**src/rtl/core/alrc_pkg.sv**
```systemverilog
// ----------------------------------------------------------------------------
// alrc_pkg
// Types and constants shared by the left-to-right ASCII calculator.
// ----------------------------------------------------------------------------
package alrc_pkg;

  localparam logic [7:0] CHAR_PLUS  = 8'h2B;
  localparam logic [7:0] CHAR_MINUS = 8'h2D;
  localparam logic [7:0] CHAR_STAR  = 8'h2A;
  localparam logic [7:0] CHAR_SLASH = 8'h2F;
  localparam logic [7:0] CHAR_0     = 8'h30;
  localparam logic [7:0] CHAR_9     = 8'h39;

  localparam logic [7:0] DIV_HUNDRED = 8'd100;
  localparam logic [7:0] DIV_TEN     = 8'd10;
  localparam logic [7:0] DIV0_VALUE  = 8'hFF;

  typedef enum logic [2:0] {
    OP_NONE = 3'd0,
    OP_ADD  = 3'd1,
    OP_SUB  = 3'd2,
    OP_MUL  = 3'd3,
    OP_DIV  = 3'd4
  } alrc_op_t;

  typedef enum logic [2:0] {
    ST_IDLE,
    ST_EVAL,
    ST_CONV_H,
    ST_CONV_T,
    ST_FINISH
  } alrc_state_t;

  typedef struct packed {
    logic [7:0] char_code;
    logic       end_of_expr;
  } alrc_in_t;

  typedef struct packed {
    logic [7:0] result_value;
    logic [1:0] digit_hundreds;
    logic [3:0] digit_tens;
    logic [3:0] digit_ones;
    logic       div_zero_error;
  } alrc_out_t;

  typedef struct packed {
    logic       start;
    logic       op_div;
    logic [7:0] a;
    logic [7:0] b;
  } alrc_unit_req_t;

  typedef struct packed {
    logic       done;
    logic [7:0] result;
    logic [7:0] rem;
  } alrc_unit_rsp_t;

endpackage

```
**src/rtl/core/alrc_iter_unit.sv**
```systemverilog
// ----------------------------------------------------------------------------
// alrc_iter_unit
// Shared 8-bit multiply / divide unit, one bit per cycle, eight steps.
// Multiply is shift-add keeping the low byte; divide is restoring.
// ----------------------------------------------------------------------------
module alrc_iter_unit (
  input  logic                     clk,
  input  logic                     rst_n,
  input  alrc_pkg::alrc_unit_req_t req,
  output alrc_pkg::alrc_unit_rsp_t rsp
);

  logic       busy_r, busy_nxt;
  logic       done_r, done_nxt;
  logic [2:0] cnt_r, cnt_nxt;
  logic       div_r, div_nxt;
  logic [7:0] x_r, x_nxt;   // multiplicand / dividend, becomes quotient
  logic [7:0] y_r, y_nxt;   // multiplier / divisor
  logic [8:0] w_r, w_nxt;   // product / partial remainder

  logic [8:0] trial;
  logic [8:0] diff;
  logic       fits;
  logic [7:0] addend;

  always_comb begin
    trial  = {w_r[7:0], x_r[7]};
    diff   = trial - {1'b0, y_r};
    fits   = (trial >= {1'b0, y_r});
    addend = y_r[0] ? x_r : 8'd0;
  end

  always_comb begin
    busy_nxt = busy_r;
    done_nxt = 1'b0;
    cnt_nxt  = cnt_r;
    div_nxt  = div_r;
    x_nxt    = x_r;
    y_nxt    = y_r;
    w_nxt    = w_r;
    if (busy_r) begin
      if (div_r) begin
        w_nxt = fits ? diff : trial;
        x_nxt = {x_r[6:0], fits};
      end else begin
        w_nxt = {1'b0, w_r[7:0] + addend};
        x_nxt = {x_r[6:0], 1'b0};
        y_nxt = {1'b0, y_r[7:1]};
      end
      cnt_nxt = cnt_r + 3'd1;
      if (cnt_r == 3'd7) begin
        busy_nxt = 1'b0;
        done_nxt = 1'b1;
      end
    end else if (req.start) begin
      busy_nxt = 1'b1;
      cnt_nxt  = 3'd0;
      div_nxt  = req.op_div;
      x_nxt    = req.a;
      y_nxt    = req.b;
      w_nxt    = 9'd0;
    end
  end

  always_ff @(posedge clk) begin
    if (!rst_n) begin
      busy_r <= 1'b0;
      done_r <= 1'b0;
      cnt_r  <= 3'd0;
    end else begin
      busy_r <= busy_nxt;
      done_r <= done_nxt;
      cnt_r  <= cnt_nxt;
    end
    div_r <= div_nxt;
    x_r   <= x_nxt;
    y_r   <= y_nxt;
    w_r   <= w_nxt;
  end

  always_comb begin
    rsp.done   = done_r;
    rsp.result = div_r ? x_r : w_r[7:0];
    rsp.rem    = w_r[7:0];
  end

endmodule

```
**src/rtl/core/ascii_left_to_right_calculator.sv**
```systemverilog
// ----------------------------------------------------------------------------
// ascii_left_to_right_calculator
// Left-to-right ASCII expression evaluator with 8-bit wrapping arithmetic.
// ----------------------------------------------------------------------------
// Characters are taken one transaction at a time. A digit, an ignored code,
// or an operator whose pending operation is add, subtract, none or a divide
// by zero is taken without leaving the idle state. An operator with a pending
// multiply or divide runs the shared bit-serial unit before the next
// transaction is accepted. An end marker evaluates the pending operation,
// then uses the same unit twice to split the result into decimal digits
// (divide by 100, then by 10). The result sits in an output register, so a
// new expression can begin while it waits to be taken; only the next end
// marker stalls if the previous result is still there.
module ascii_left_to_right_calculator (
  input  logic                clk,
  input  logic                rst_n,
  input  logic                in_valid,
  output logic                in_ready,
  input  alrc_pkg::alrc_in_t  in_data,
  output logic                out_valid,
  input  logic                out_ready,
  output alrc_pkg::alrc_out_t out_data
);

  alrc_pkg::alrc_state_t state_r, state_nxt;
  alrc_pkg::alrc_op_t    pending_r, pending_nxt;
  alrc_pkg::alrc_op_t    newop_r, newop_nxt;
  alrc_pkg::alrc_op_t    dec_op;
  logic [7:0]            acc_r, acc_nxt;
  logic [7:0]            operand_r, operand_nxt;
  logic                  err_r, err_nxt;
  logic                  fin_r, fin_nxt;
  logic [1:0]            hund_r, hund_nxt;
  logic [3:0]            tens_r, tens_nxt;
  logic [3:0]            ones_r, ones_nxt;
  logic                  out_valid_r, out_valid_nxt;
  alrc_pkg::alrc_out_t   out_r, out_nxt;

  alrc_pkg::alrc_unit_req_t req;
  alrc_pkg::alrc_unit_rsp_t rsp;

  logic       in_fire;
  logic       is_digit;
  logic       is_op;
  logic       fin;
  logic       apply;
  logic       pend_iter;
  logic       out_free;
  logic [7:0] imm_val;
  logic [7:0] operand_x10;

  alrc_iter_unit u_unit (
    .clk   (clk),
    .rst_n (rst_n),
    .req   (req),
    .rsp   (rsp)
  );

  always_comb begin
    unique case (in_data.char_code)
      alrc_pkg::CHAR_PLUS:  dec_op = alrc_pkg::OP_ADD;
      alrc_pkg::CHAR_MINUS: dec_op = alrc_pkg::OP_SUB;
      alrc_pkg::CHAR_STAR:  dec_op = alrc_pkg::OP_MUL;
      alrc_pkg::CHAR_SLASH: dec_op = alrc_pkg::OP_DIV;
      default:              dec_op = alrc_pkg::OP_NONE;
    endcase
  end

  always_comb begin
    in_ready    = (state_r == alrc_pkg::ST_IDLE);
    in_fire     = in_valid && in_ready;
    fin         = in_data.end_of_expr;
    is_digit    = (in_data.char_code >= alrc_pkg::CHAR_0) &&
                  (in_data.char_code <= alrc_pkg::CHAR_9);
    is_op       = (dec_op != alrc_pkg::OP_NONE);
    apply       = in_fire && (fin || is_op);
    pend_iter   = (pending_r == alrc_pkg::OP_MUL) ||
                  ((pending_r == alrc_pkg::OP_DIV) && (operand_r != 8'd0));
    out_free    = !out_valid_r || out_ready;
    // x10 as x8 + x2, wrapping
    operand_x10 = {operand_r[4:0], 3'b000} + {operand_r[6:0], 1'b0};
    case (pending_r)
      alrc_pkg::OP_ADD: imm_val = acc_r + operand_r;
      alrc_pkg::OP_SUB: imm_val = acc_r - operand_r;
      alrc_pkg::OP_DIV: imm_val = alrc_pkg::DIV0_VALUE;  // only reached with zero divisor
      default:          imm_val = operand_r;
    endcase
  end

  // next state
  always_comb begin
    state_nxt = state_r;
    unique case (state_r)
      alrc_pkg::ST_IDLE: begin
        if (apply) begin
          if (pend_iter) state_nxt = alrc_pkg::ST_EVAL;
          else if (fin)  state_nxt = alrc_pkg::ST_CONV_H;
        end
      end
      alrc_pkg::ST_EVAL: begin
        if (rsp.done) state_nxt = fin_r ? alrc_pkg::ST_CONV_H : alrc_pkg::ST_IDLE;
      end
      alrc_pkg::ST_CONV_H: begin
        if (rsp.done) state_nxt = alrc_pkg::ST_CONV_T;
      end
      alrc_pkg::ST_CONV_T: begin
        if (rsp.done) state_nxt = alrc_pkg::ST_FINISH;
      end
      alrc_pkg::ST_FINISH: begin
        if (out_free) state_nxt = alrc_pkg::ST_IDLE;
      end
      default: state_nxt = alrc_pkg::ST_IDLE;
    endcase
  end

  // datapath and unit requests
  always_comb begin
    pending_nxt   = pending_r;
    newop_nxt     = newop_r;
    acc_nxt       = acc_r;
    operand_nxt   = operand_r;
    err_nxt       = err_r;
    fin_nxt       = fin_r;
    hund_nxt      = hund_r;
    tens_nxt      = tens_r;
    ones_nxt      = ones_r;
    out_nxt       = out_r;
    out_valid_nxt = out_valid_r && !out_ready;
    req.start     = 1'b0;
    req.op_div    = 1'b1;
    req.a         = acc_r;
    req.b         = operand_r;
    unique case (state_r)
      alrc_pkg::ST_IDLE: begin
        if (in_fire && !fin && is_digit) begin
          operand_nxt = operand_x10 + {4'd0, in_data.char_code[3:0]};
        end
        if (apply) begin
          fin_nxt   = fin;
          newop_nxt = fin ? alrc_pkg::OP_NONE : dec_op;
          if (pend_iter) begin
            req.start  = 1'b1;
            req.op_div = (pending_r == alrc_pkg::OP_DIV);
          end else begin
            acc_nxt     = imm_val;
            operand_nxt = 8'd0;
            pending_nxt = fin ? alrc_pkg::OP_NONE : dec_op;
            if (pending_r == alrc_pkg::OP_DIV) err_nxt = 1'b1;
            if (fin) begin
              req.start = 1'b1;
              req.a     = imm_val;
              req.b     = alrc_pkg::DIV_HUNDRED;
            end
          end
        end
      end
      alrc_pkg::ST_EVAL: begin
        if (rsp.done) begin
          acc_nxt     = rsp.result;
          operand_nxt = 8'd0;
          pending_nxt = newop_r;
          if (fin_r) begin
            req.start = 1'b1;
            req.a     = rsp.result;
            req.b     = alrc_pkg::DIV_HUNDRED;
          end
        end
      end
      alrc_pkg::ST_CONV_H: begin
        if (rsp.done) begin
          hund_nxt  = rsp.result[1:0];
          req.start = 1'b1;
          req.a     = rsp.rem;
          req.b     = alrc_pkg::DIV_TEN;
        end
      end
      alrc_pkg::ST_CONV_T: begin
        if (rsp.done) begin
          tens_nxt = rsp.result[3:0];
          ones_nxt = rsp.rem[3:0];
        end
      end
      alrc_pkg::ST_FINISH: begin
        if (out_free) begin
          out_nxt.result_value   = acc_r;
          out_nxt.digit_hundreds = hund_r;
          out_nxt.digit_tens     = tens_r;
          out_nxt.digit_ones     = ones_r;
          out_nxt.div_zero_error = err_r;
          out_valid_nxt          = 1'b1;
          acc_nxt                = 8'd0;
          operand_nxt            = 8'd0;
          pending_nxt            = alrc_pkg::OP_NONE;
          err_nxt                = 1'b0;
        end
      end
      default: begin
      end
    endcase
  end

  always_ff @(posedge clk) begin
    if (!rst_n) begin
      state_r     <= alrc_pkg::ST_IDLE;
      pending_r   <= alrc_pkg::OP_NONE;
      acc_r       <= 8'd0;
      operand_r   <= 8'd0;
      err_r       <= 1'b0;
      out_valid_r <= 1'b0;
    end else begin
      state_r     <= state_nxt;
      pending_r   <= pending_nxt;
      acc_r       <= acc_nxt;
      operand_r   <= operand_nxt;
      err_r       <= err_nxt;
      out_valid_r <= out_valid_nxt;
    end
    newop_r <= newop_nxt;
    fin_r   <= fin_nxt;
    hund_r  <= hund_nxt;
    tens_r  <= tens_nxt;
    ones_r  <= ones_nxt;
    out_r   <= out_nxt;
  end

  assign out_valid = out_valid_r;
  assign out_data  = out_r;

endmodule

```
**config.mk**
```make
export PLATFORM = sky130hd
export DESIGN_NAME = ascii_left_to_right_calculator
export DESIGN_NICKNAME = d
export VERILOG_FILES = /design/src/rtl/core/alrc_pkg.sv /design/src/rtl/core/alrc_iter_unit.sv /design/src/rtl/core/ascii_left_to_right_calculator.sv
export SDC_FILE = /design/constraint.sdc
export NUM_CORES = 1
export LEC_CHECK = 0
export BUFFER_PORTS_ARGS = -buffer_cell sky130_fd_sc_hd__buf_2
export CAP_MARGIN = 25
export CORE_MARGIN = 2
export CORE_UTILIZATION = 30
export CTS_CLUSTER_SIZE = 12
export DETAILED_ROUTE_END_ITERATION = 7
export GPL_TIMING_DRIVEN = 0
export PLACE_DENSITY = 0.54
export RECOVER_POWER = 100
export SYNTH_ARGS = -nofsm -noshare
export SYNTH_HDL_FRONTEND = slang
export SYNTH_SLANG_ARGS = --single-unit
```
**constraint.sdc**
```tcl
create_clock -name clk -period 8.86 [get_ports clk]
set_input_delay 2.215 -clock clk [delete_from_list [all_inputs] [get_ports clk]]
set_output_delay 2.215 -clock clk [all_outputs]
set_load 0.05 [all_outputs]
```
==> flow_summary.yaml, run 1 <==
synth:
  synth_enable_flop_cells: 58
  post_synth_instance_area_um2: 5920
  synthFlopType: "sky130_fd_sc_hd__edfxtp_1"
  yosysWarnings: 0
  netlist_top_cells_count: "sky130_fd_sc_hd__edfxtp_1 (58), sky130_fd_sc_hd__nand2_1 (44), sky130_fd_sc_hd__nor2_1 (40), sky130_fd_sc_hd__ha_1 (36), sky130_fd_sc_hd__inv_1 (35)"
  synth.top_cell.area_share: 0.294
  synthDominantAreaCellType: "sky130_fd_sc_hd__edfxtp_1"
  yosys_register_bits: 87
  synthDistinctLibCells: 89
  syn_inst: 600
  synthesis.area_per_instance_um2: 9.86
  synth.top_cells.by_area: "sky130_fd_sc_hd__edfxtp_1 (29%), sky130_fd_sc_hd__dfxtp_1 (9.8%), sky130_fd_sc_hd__ha_1 (7.6%)"
  syn_nets: 654
  async_flop_share: 0
  synth.most_common_cell: "sky130_fd_sc_hd__edfxtp_1"
  ys_seq_area_frac: 0.392
placement:
  gp_congestion: 0.907
  placement.cell_area_um2: 6450
  post-place-ws_ns: 3.83
  cell_count_post_placement: 901
  quantity_of_i_o_buffers_inserted_on_ports: 33
  place_hpwl_um: 12800
grt:
  first_global_vias: 4866
  grt_first_pass_wirelength_um: 26200
  grt_max_degree: 16
  grt_antenna_before_repair: 0
  grt_overflow_total: 0
  grt_util_all_layers: 0.165
final_layout:
  post_layout_nonfiller_instances: 917
  register_area_um2: 2320
  final_design_area_no_fill_um2: 6660
  ratio_of_cells_with_drive_above_1_in_the_final_layout: 0.0951
  post-route-util: 0.343
  nNetsFinal: 701
  antenna-diode-count: 0
  multi_input_gate_area_in_the_final_layout_um2: 3220
  fillCellCount: 2042
  area.growth.synth_to_final_pct: 12.5
sta:
  finalCritPeriodShare: 0.541
  hold_ws_ns: 0.417
  grt_setup_unrepaired: "false"
  skew_ns: 0.00923
  timing_hold_violations_final: 0
  timing.max_slew.rel_slack: 0.0319
  layout_setup_ws_ns: 4.07
  post-route-min-period_ns: 4.79
  worst_pin_slew_ns: 1.44
  final-max-slew-violation-count: 0
  achievable-frequency_mhz: 209
  timing.final.setup_violations: 0
  setup_tns_ns: 0
power_and_ir_drop:
  ir_worst_vdd_v: 0.000104
  cell_pwr_density_nw_per_um2: 172
  leakage_power_of_the_design_nw: 2.54
  post-layout-total-power_mw: 1.14
setup_path:
  arrival_ns: 4.77
  startpoint_of_the_most_critical_setup_path: "in_data[7]"
  critical_path.max_fanout: 11
  end_kind: "flip-flop"
  crit_path_start_kind: "input port"
  r2r-start: "state_r[1]"
  worstSetupPathType: "input port to flip-flop"
  crit_required_ns: 8.84
clocking:
  clkLatencyLatePin_ns: 0.36
  worst_setup_hold_path_clk_slew_ns: 0.06
  cts_max_path_buffers: 2
  cts_max_level: 3
  post_cts_resized: 0
  clock_tree_from_tritoncts: "done"
  cts-hold-fix-buffers: 0
  numCtsBuffers: 9
  cts_post_setup_buffers_inserted: 0
  numClockSinks: 87
  clock_tree.root_cell: "sky130_fd_sc_hd__clkbuf_16"
drt:
  drcViolationCount: 0
  detailedRoute.firstIterationViolations: 335
  antenna_left: 0
  dr_total_vias: 4995
  via_density_per_instance: 5.45
  post_drt_wl_per_cell_um: 18.2
  wirelength_um: 16700
  firstDrtPassIters: 5
floorplanning:
  core_area_um2: 19400
  top_level_ports: 34
  initial_core_util: 0.305
  floorplan.die_area_um2: 20900
  floorplan.rows: 51
  die_width_um: 144
  die_h_um: 144
worst_hold_path:
  hold_path_class: "flip-flop to flip-flop"
  hold_path_startpoint: "tens_r[0]"
run:
  max_cap_viol_count: 0
outcome:
  status: "complete, no violations"
## layer usage
layer,vias to the layer above,wire length (µm),share of wire,track usage
li1,2349,-,-,-
met4,0,384,0.023,0.0506
met1,2451,7500,0.45,0.216
met5,-,0,0,0
met3,38,1030,0.062,0.0361
met2,157,7760,0.47,0.273
## report_power, final
part	internal, mW	switching, mW	leakage, nW	total [mW]
combinational	0.0891	0.135	1.61	0.224
sequential	0.453	0.0224	0.771	0.475
clock	0.277	0.168	0.164	0.445
total	0.818	0.326	2.54	1.14
## cell usage in the layout, fill, tap and decap left out, types with 16 or more instances in the layout
master,synthesis,routed
sky130_fd_sc_hd__nor2_1,40,40
sky130_fd_sc_hd__clkbuf_1,8,40
sky130_fd_sc_hd__nand2_1,44,44
sky130_fd_sc_hd__buf_2,8,16
sky130_fd_sc_hd__xnor2_1,16,16
sky130_fd_sc_hd__edfxtp_1,58,58
sky130_fd_sc_hd__a21oi_1,32,32
sky130_fd_sc_hd__dfxtp_1,29,29
sky130_fd_sc_hd__o21ai_0,29,32
sky130_fd_sc_hd__inv_1,35,35
sky130_fd_sc_hd__ha_1,36,36
sky130_fd_sc_hd__mux2i_1,16,16
## path summary, 6_finish.rpt
check | end | slack (ns) | cells past startpoint
hold / removal | out_data[5] | 0.42 | 0
setup reg to reg | u_unit.x_r[1] | 4.68 | 7
hold reg to reg | out_data[5] | 0.42 | 0
setup / recovery | u_unit.x_r[1] | 4.07 | 7
## registers in the layout, indices dropped and copies added (netlist names)
signal,count
u_unit.done_r,1
hund_r,2
ones_r,4
operand_r,8
pending_r,3
u_unit.w_r,8
state_r,3
acc_r,8
out_valid,1
fin_r,1
u_unit.busy_r,1
newop_r,3
tens_r,4
u_unit.y_r,8
u_unit.div_r,1
u_unit.cnt_r,3
err_r,1
u_unit.x_r,8
out_data,19
## logic make-up (layout without fill, tap and decap cells)
group | count (synthesis) | in the layout | synth area share
AOI/OAI and AO/OA | 177 | 177 | 0.216
and+or+nand+nor | 190 | 190 | 0.178
buffers and inverters | 64 | 116 | 0.0541
adders and majority gates | 41 | 41 | 0.0930
muxes | 22 | 22 | 0.0385
DFF | 87 | 87 | 0.392
xor gates and xnor gates | 19 | 19 | 0.0281
## critical path, stage by stage
cell                       delay, ns
sky130_fd_sc_hd__buf_2          0.09
sky130_fd_sc_hd__or3b_1         0.40
sky130_fd_sc_hd__o31a_1         0.27
sky130_fd_sc_hd__nor2_1         0.46
sky130_fd_sc_hd__o31ai_1        0.24
sky130_fd_sc_hd__nand4_1        0.47
sky130_fd_sc_hd__clkbuf_1       0.62
## cell type report
type / count / share of cell area
well taps: 265 / 0.0498
multi-input cells: 449 / 0.484
repair buffers: 36 / 0.0222
clock buffers: 9 / 0.0338
flip-flops and latches: 87 / 0.349
clock inverters: 7 / 0.0178
inverters: 36 / 0.0203
plain buffers: 28 / 0.0237
Note: power is estimated with default switching activity, not from simulation.
==> run 2, diff against run 1 <==
--- a/config.mk
+++ b/config.mk
@@ -5,6 +5,7 @@
 export SDC_FILE = /design/constraint.sdc
 export NUM_CORES = 1
 export LEC_CHECK = 0
+export ABC_AREA = 1
 export BUFFER_PORTS_ARGS = -buffer_cell sky130_fd_sc_hd__buf_2
 export CAP_MARGIN = 25
 export CORE_MARGIN = 2
@@ -12,7 +13,7 @@
 export CTS_CLUSTER_SIZE = 12
 export DETAILED_ROUTE_END_ITERATION = 7
 export GPL_TIMING_DRIVEN = 0
-export PLACE_DENSITY = 0.54
+export PLACE_DENSITY = 0.56
 export RECOVER_POWER = 100
 export SYNTH_ARGS = -nofsm -noshare
 export SYNTH_HDL_FRONTEND = slang
==> constraint.sdc (replaced) <==
create_clock -name clk -period 3.9 [get_ports clk]
set_input_delay 0.975 -clock clk [delete_from_list [all_inputs] [get_ports clk]]
set_output_delay 0.975 -clock clk [all_outputs]
set_load 0.05 [all_outputs]
==> run 2 against run 1 <==
  * Total power grew to 3.4 times the previous value
  * Register-to-register slack lost 3.8 ns
  * Worst setup slack lost 3.2 ns
  * Highest routed layer unchanged
  * Combinational power grew to 7.3 times the previous value
  * Global-route usage shrank 0.99 points
  * Sequential cell count is the same
  * Largest power group is now combinational logic
  * Largest cell class unchanged
  * Via count shrank 0.82%
==> flow_summary.yaml, run 2 <==
power_and_ir_drop:
  cell_pwr_density_nw_per_um2: 594
  leakage_power_of_the_design_nw: 2.98
  post-layout-total-power_mw: 3.89
  ir_worst_vdd_v: 0.000260
placement:
  cell_count_post_placement: 1043
  quantity_of_i_o_buffers_inserted_on_ports: 32
  gp_congestion: 0.882
  place_hpwl_um: 11600
  placement.cell_area_um2: 6310
clocking:
  cts_max_level: 3
  worst_setup_hold_path_clk_slew_ns: 0.06
  clock_tree_from_tritoncts: "done"
  numCtsBuffers: 9
  cts_max_path_buffers: 2
  cts-hold-fix-buffers: 0
  post_cts_resized: 0
  clkLatencyLatePin_ns: 0.36
  cts_post_setup_buffers_inserted: 0
  clock_tree.root_cell: "sky130_fd_sc_hd__clkbuf_16"
  numClockSinks: 87
drt:
  via_density_per_instance: 4.68
  detailedRoute.firstIterationViolations: 317
  antenna_left: 0
  wirelength_um: 15000
  dr_total_vias: 4954
  post_drt_wl_per_cell_um: 14.2
  drcViolationCount: 0
  firstDrtPassIters: 5
synth:
  syn_nets: 804
  ys_seq_area_frac: 0.400
  syn_inst: 750
  synth_enable_flop_cells: 58
  post_synth_instance_area_um2: 5800
  synthDistinctLibCells: 44
  synth.most_common_cell: "sky130_fd_sc_hd__nand2_1"
  synth.top_cell.area_share: 0.300
  synthFlopType: "sky130_fd_sc_hd__edfxtp_1"
  yosysWarnings: 0
  async_flop_share: 0
  synth.top_cells.by_area: "sky130_fd_sc_hd__edfxtp_1 (30%), sky130_fd_sc_hd__nand2_1 (13%), sky130_fd_sc_hd__dfxtp_1 (10%)"
  synthDominantAreaCellType: "sky130_fd_sc_hd__edfxtp_1"
  netlist_top_cells_count: "sky130_fd_sc_hd__nand2_1 (194), sky130_fd_sc_hd__inv_1 (118), sky130_fd_sc_hd__edfxtp_1 (58), sky130_fd_sc_hd__o21ai_0 (57), sky130_fd_sc_hd__a21oi_1 (51)"
  yosys_register_bits: 87
  synthesis.area_per_instance_um2: 7.74
sta:
  setup_tns_ns: 0
  final-max-slew-violation-count: 0
  worst_pin_slew_ns: 1.16
  post-route-min-period_ns: 3.02
  timing_hold_violations_final: 0
  skew_ns: 0.0121
  grt_setup_unrepaired: "false"
  timing.final.setup_violations: 0
  timing.max_slew.rel_slack: 0.226
  finalCritPeriodShare: 0.773
  achievable-frequency_mhz: 332
floorplanning:
  floorplan.die_area_um2: 20500
  die_h_um: 143
  die_width_um: 143
  initial_core_util: 0.308
  floorplan.rows: 50
  top_level_ports: 34
  core_area_um2: 18800
setup_path:
  slowest_delay_ns: 0.59
  setup.reg_to_reg.worst_slack_ns: 0.88
  r2r.worst_path.cells: 11
  cpMostUsedCell: "sky130_fd_sc_hd__nor2_1"
  crit_path_cell_trace: "inv_1 -> ha_1 -> nand3_1 -> nor2_1 -> nor2_1 -> nor2_1 -> nand3_1 -> clkinv_1 -> clkbuf_1 -> o21ai_0 -> o21ai_0"
  critical_path_buf_inv_count: 3
  arrival_ns: 3.09
  crit_path_start_kind: "flip-flop"
  crit_path_top_delay_cell: "sky130_fd_sc_hd__dfxtp_1"
  worstSetupPathDepth: 11
  worstSetupPathType: "flip-flop to flip-flop"
  cpLargestDelayFamily: "simple AND/OR/NAND/NOR gates"
  critical_path.max_fanout: 10
  crit_required_ns: 3.98
  end_kind: "flip-flop"
final_layout:
  fillCellCount: 2017
  final_design_area_no_fill_um2: 6550
  multi_input_gate_area_in_the_final_layout_um2: 2890
  post_layout_nonfiller_instances: 1059
  layout_common_cells: "sky130_fd_sc_hd__nand2_1 (197), sky130_fd_sc_hd__inv_1 (119), sky130_fd_sc_hd__o21ai_0 (58), sky130_fd_sc_hd__edfxtp_1 (58), sky130_fd_sc_hd__a21oi_1 (51)"
  most_common_library_cell_in_the_layout_ignoring_fill_and_taps: "sky130_fd_sc_hd__nand2_1"
  largest_register_ff_count: 19
  antenna-diode-count: 0
  nNetsFinal: 848
  register_area_um2: 2320
  ratio_of_cells_with_drive_above_1_in_the_final_layout: 0.0501
  post-route-util: 0.348
  area.growth.synth_to_final_pct: 12.8
outcome:
  status: "complete, no violations"
grt:
  grt_util_all_layers: 0.155
  grt_first_pass_wirelength_um: 24400
  grt_antenna_before_repair: 0
  grt_overflow_total: 0
  first_global_vias: 4629
  grt_max_degree: 21
worst_hold_path:
  holdPathStages: 0
  hold_path_class: "flip-flop to flip-flop"
run:
  max_cap_viol_count: 0
[run 2: layout make-up]
type / count / area share
buffer: 16 / 0.0115
clock buffer: 9 / 0.0344
clock inverter: 7 / 0.0155
inverter: 124 / 0.0711
multi-input combinational: 523 / 0.442
sequential: 87 / 0.355
tap: 260 / 0.0497
timing repair buffer: 33 / 0.0208
[run 2: where the power goes]
part | leakage (nW) | switching (mW) | internal [mW]
Combinational | 2.06 | 1.09 | 0.549
Sequential | 0.772 | 0.129 | 1.15
Clock | 0.153 | 0.401 | 0.568
Total | 2.98 | 1.62 | 2.27
[run 2: final timing paths]
path	end	from
worst max-delay path	u_unit.y_r[5]	operand_r[0]
worst min-delay path	out_data[10]	hund_r[1]
worst max register to register	u_unit.y_r[5]	operand_r[0]
worst min register to register	out_data[10]	hund_r[1]
[run 2: logic make-up (layout without fill, tap and decap cells)]
family | Yosys count | after routing | synth area share
AOI/OAI and AO/OA | 147 | 147 | 0.144
xor gates and xnor gates | 24 | 24 | 0.0362
adders and majority gates | 41 | 41 | 0.0948
buffers and inverters | 140 | 189 | 0.0961
DFF | 87 | 87 | 0.400
and+or+nand+nor | 311 | 311 | 0.228
[run 2: worst reg2reg max path, delay by kind of cell (launching register included)]
| kind | cells | cell delay [ns] |
|---|---|---|
| buffers and inverters | 3 | 0.60 |
| AND/OR/NAND/NOR | 5 | 0.70 |
| flip-flops | 1 | 0.59 |
| AO/OA/AOI/OAI | 2 | 0.58 |
| adder cells (fa/ha/maj) | 1 | 0.26 |
[run 2: stage by stage]
step | worst slack [ns] | hold slack [ns]
2_1_floorplan | 1.21 | 0.400
3_3_place_gp | 0.506 | 0.401
3_5_place_dp | 0.717 | 0.405
4_1_cts | 0.977 | 0.420
5_1_grt | 0.531 | 0.422
6_report | 0.885 | 0.418
[run 2: layer usage]
metal  vias to the layer above  track usage  share of wire
li1                       2577            -              -
met1                      2268        0.221           0.51
met3                        15       0.0282          0.038
met2                        94        0.235           0.43
met4                         0       0.0558          0.019
met5                         -            0              0
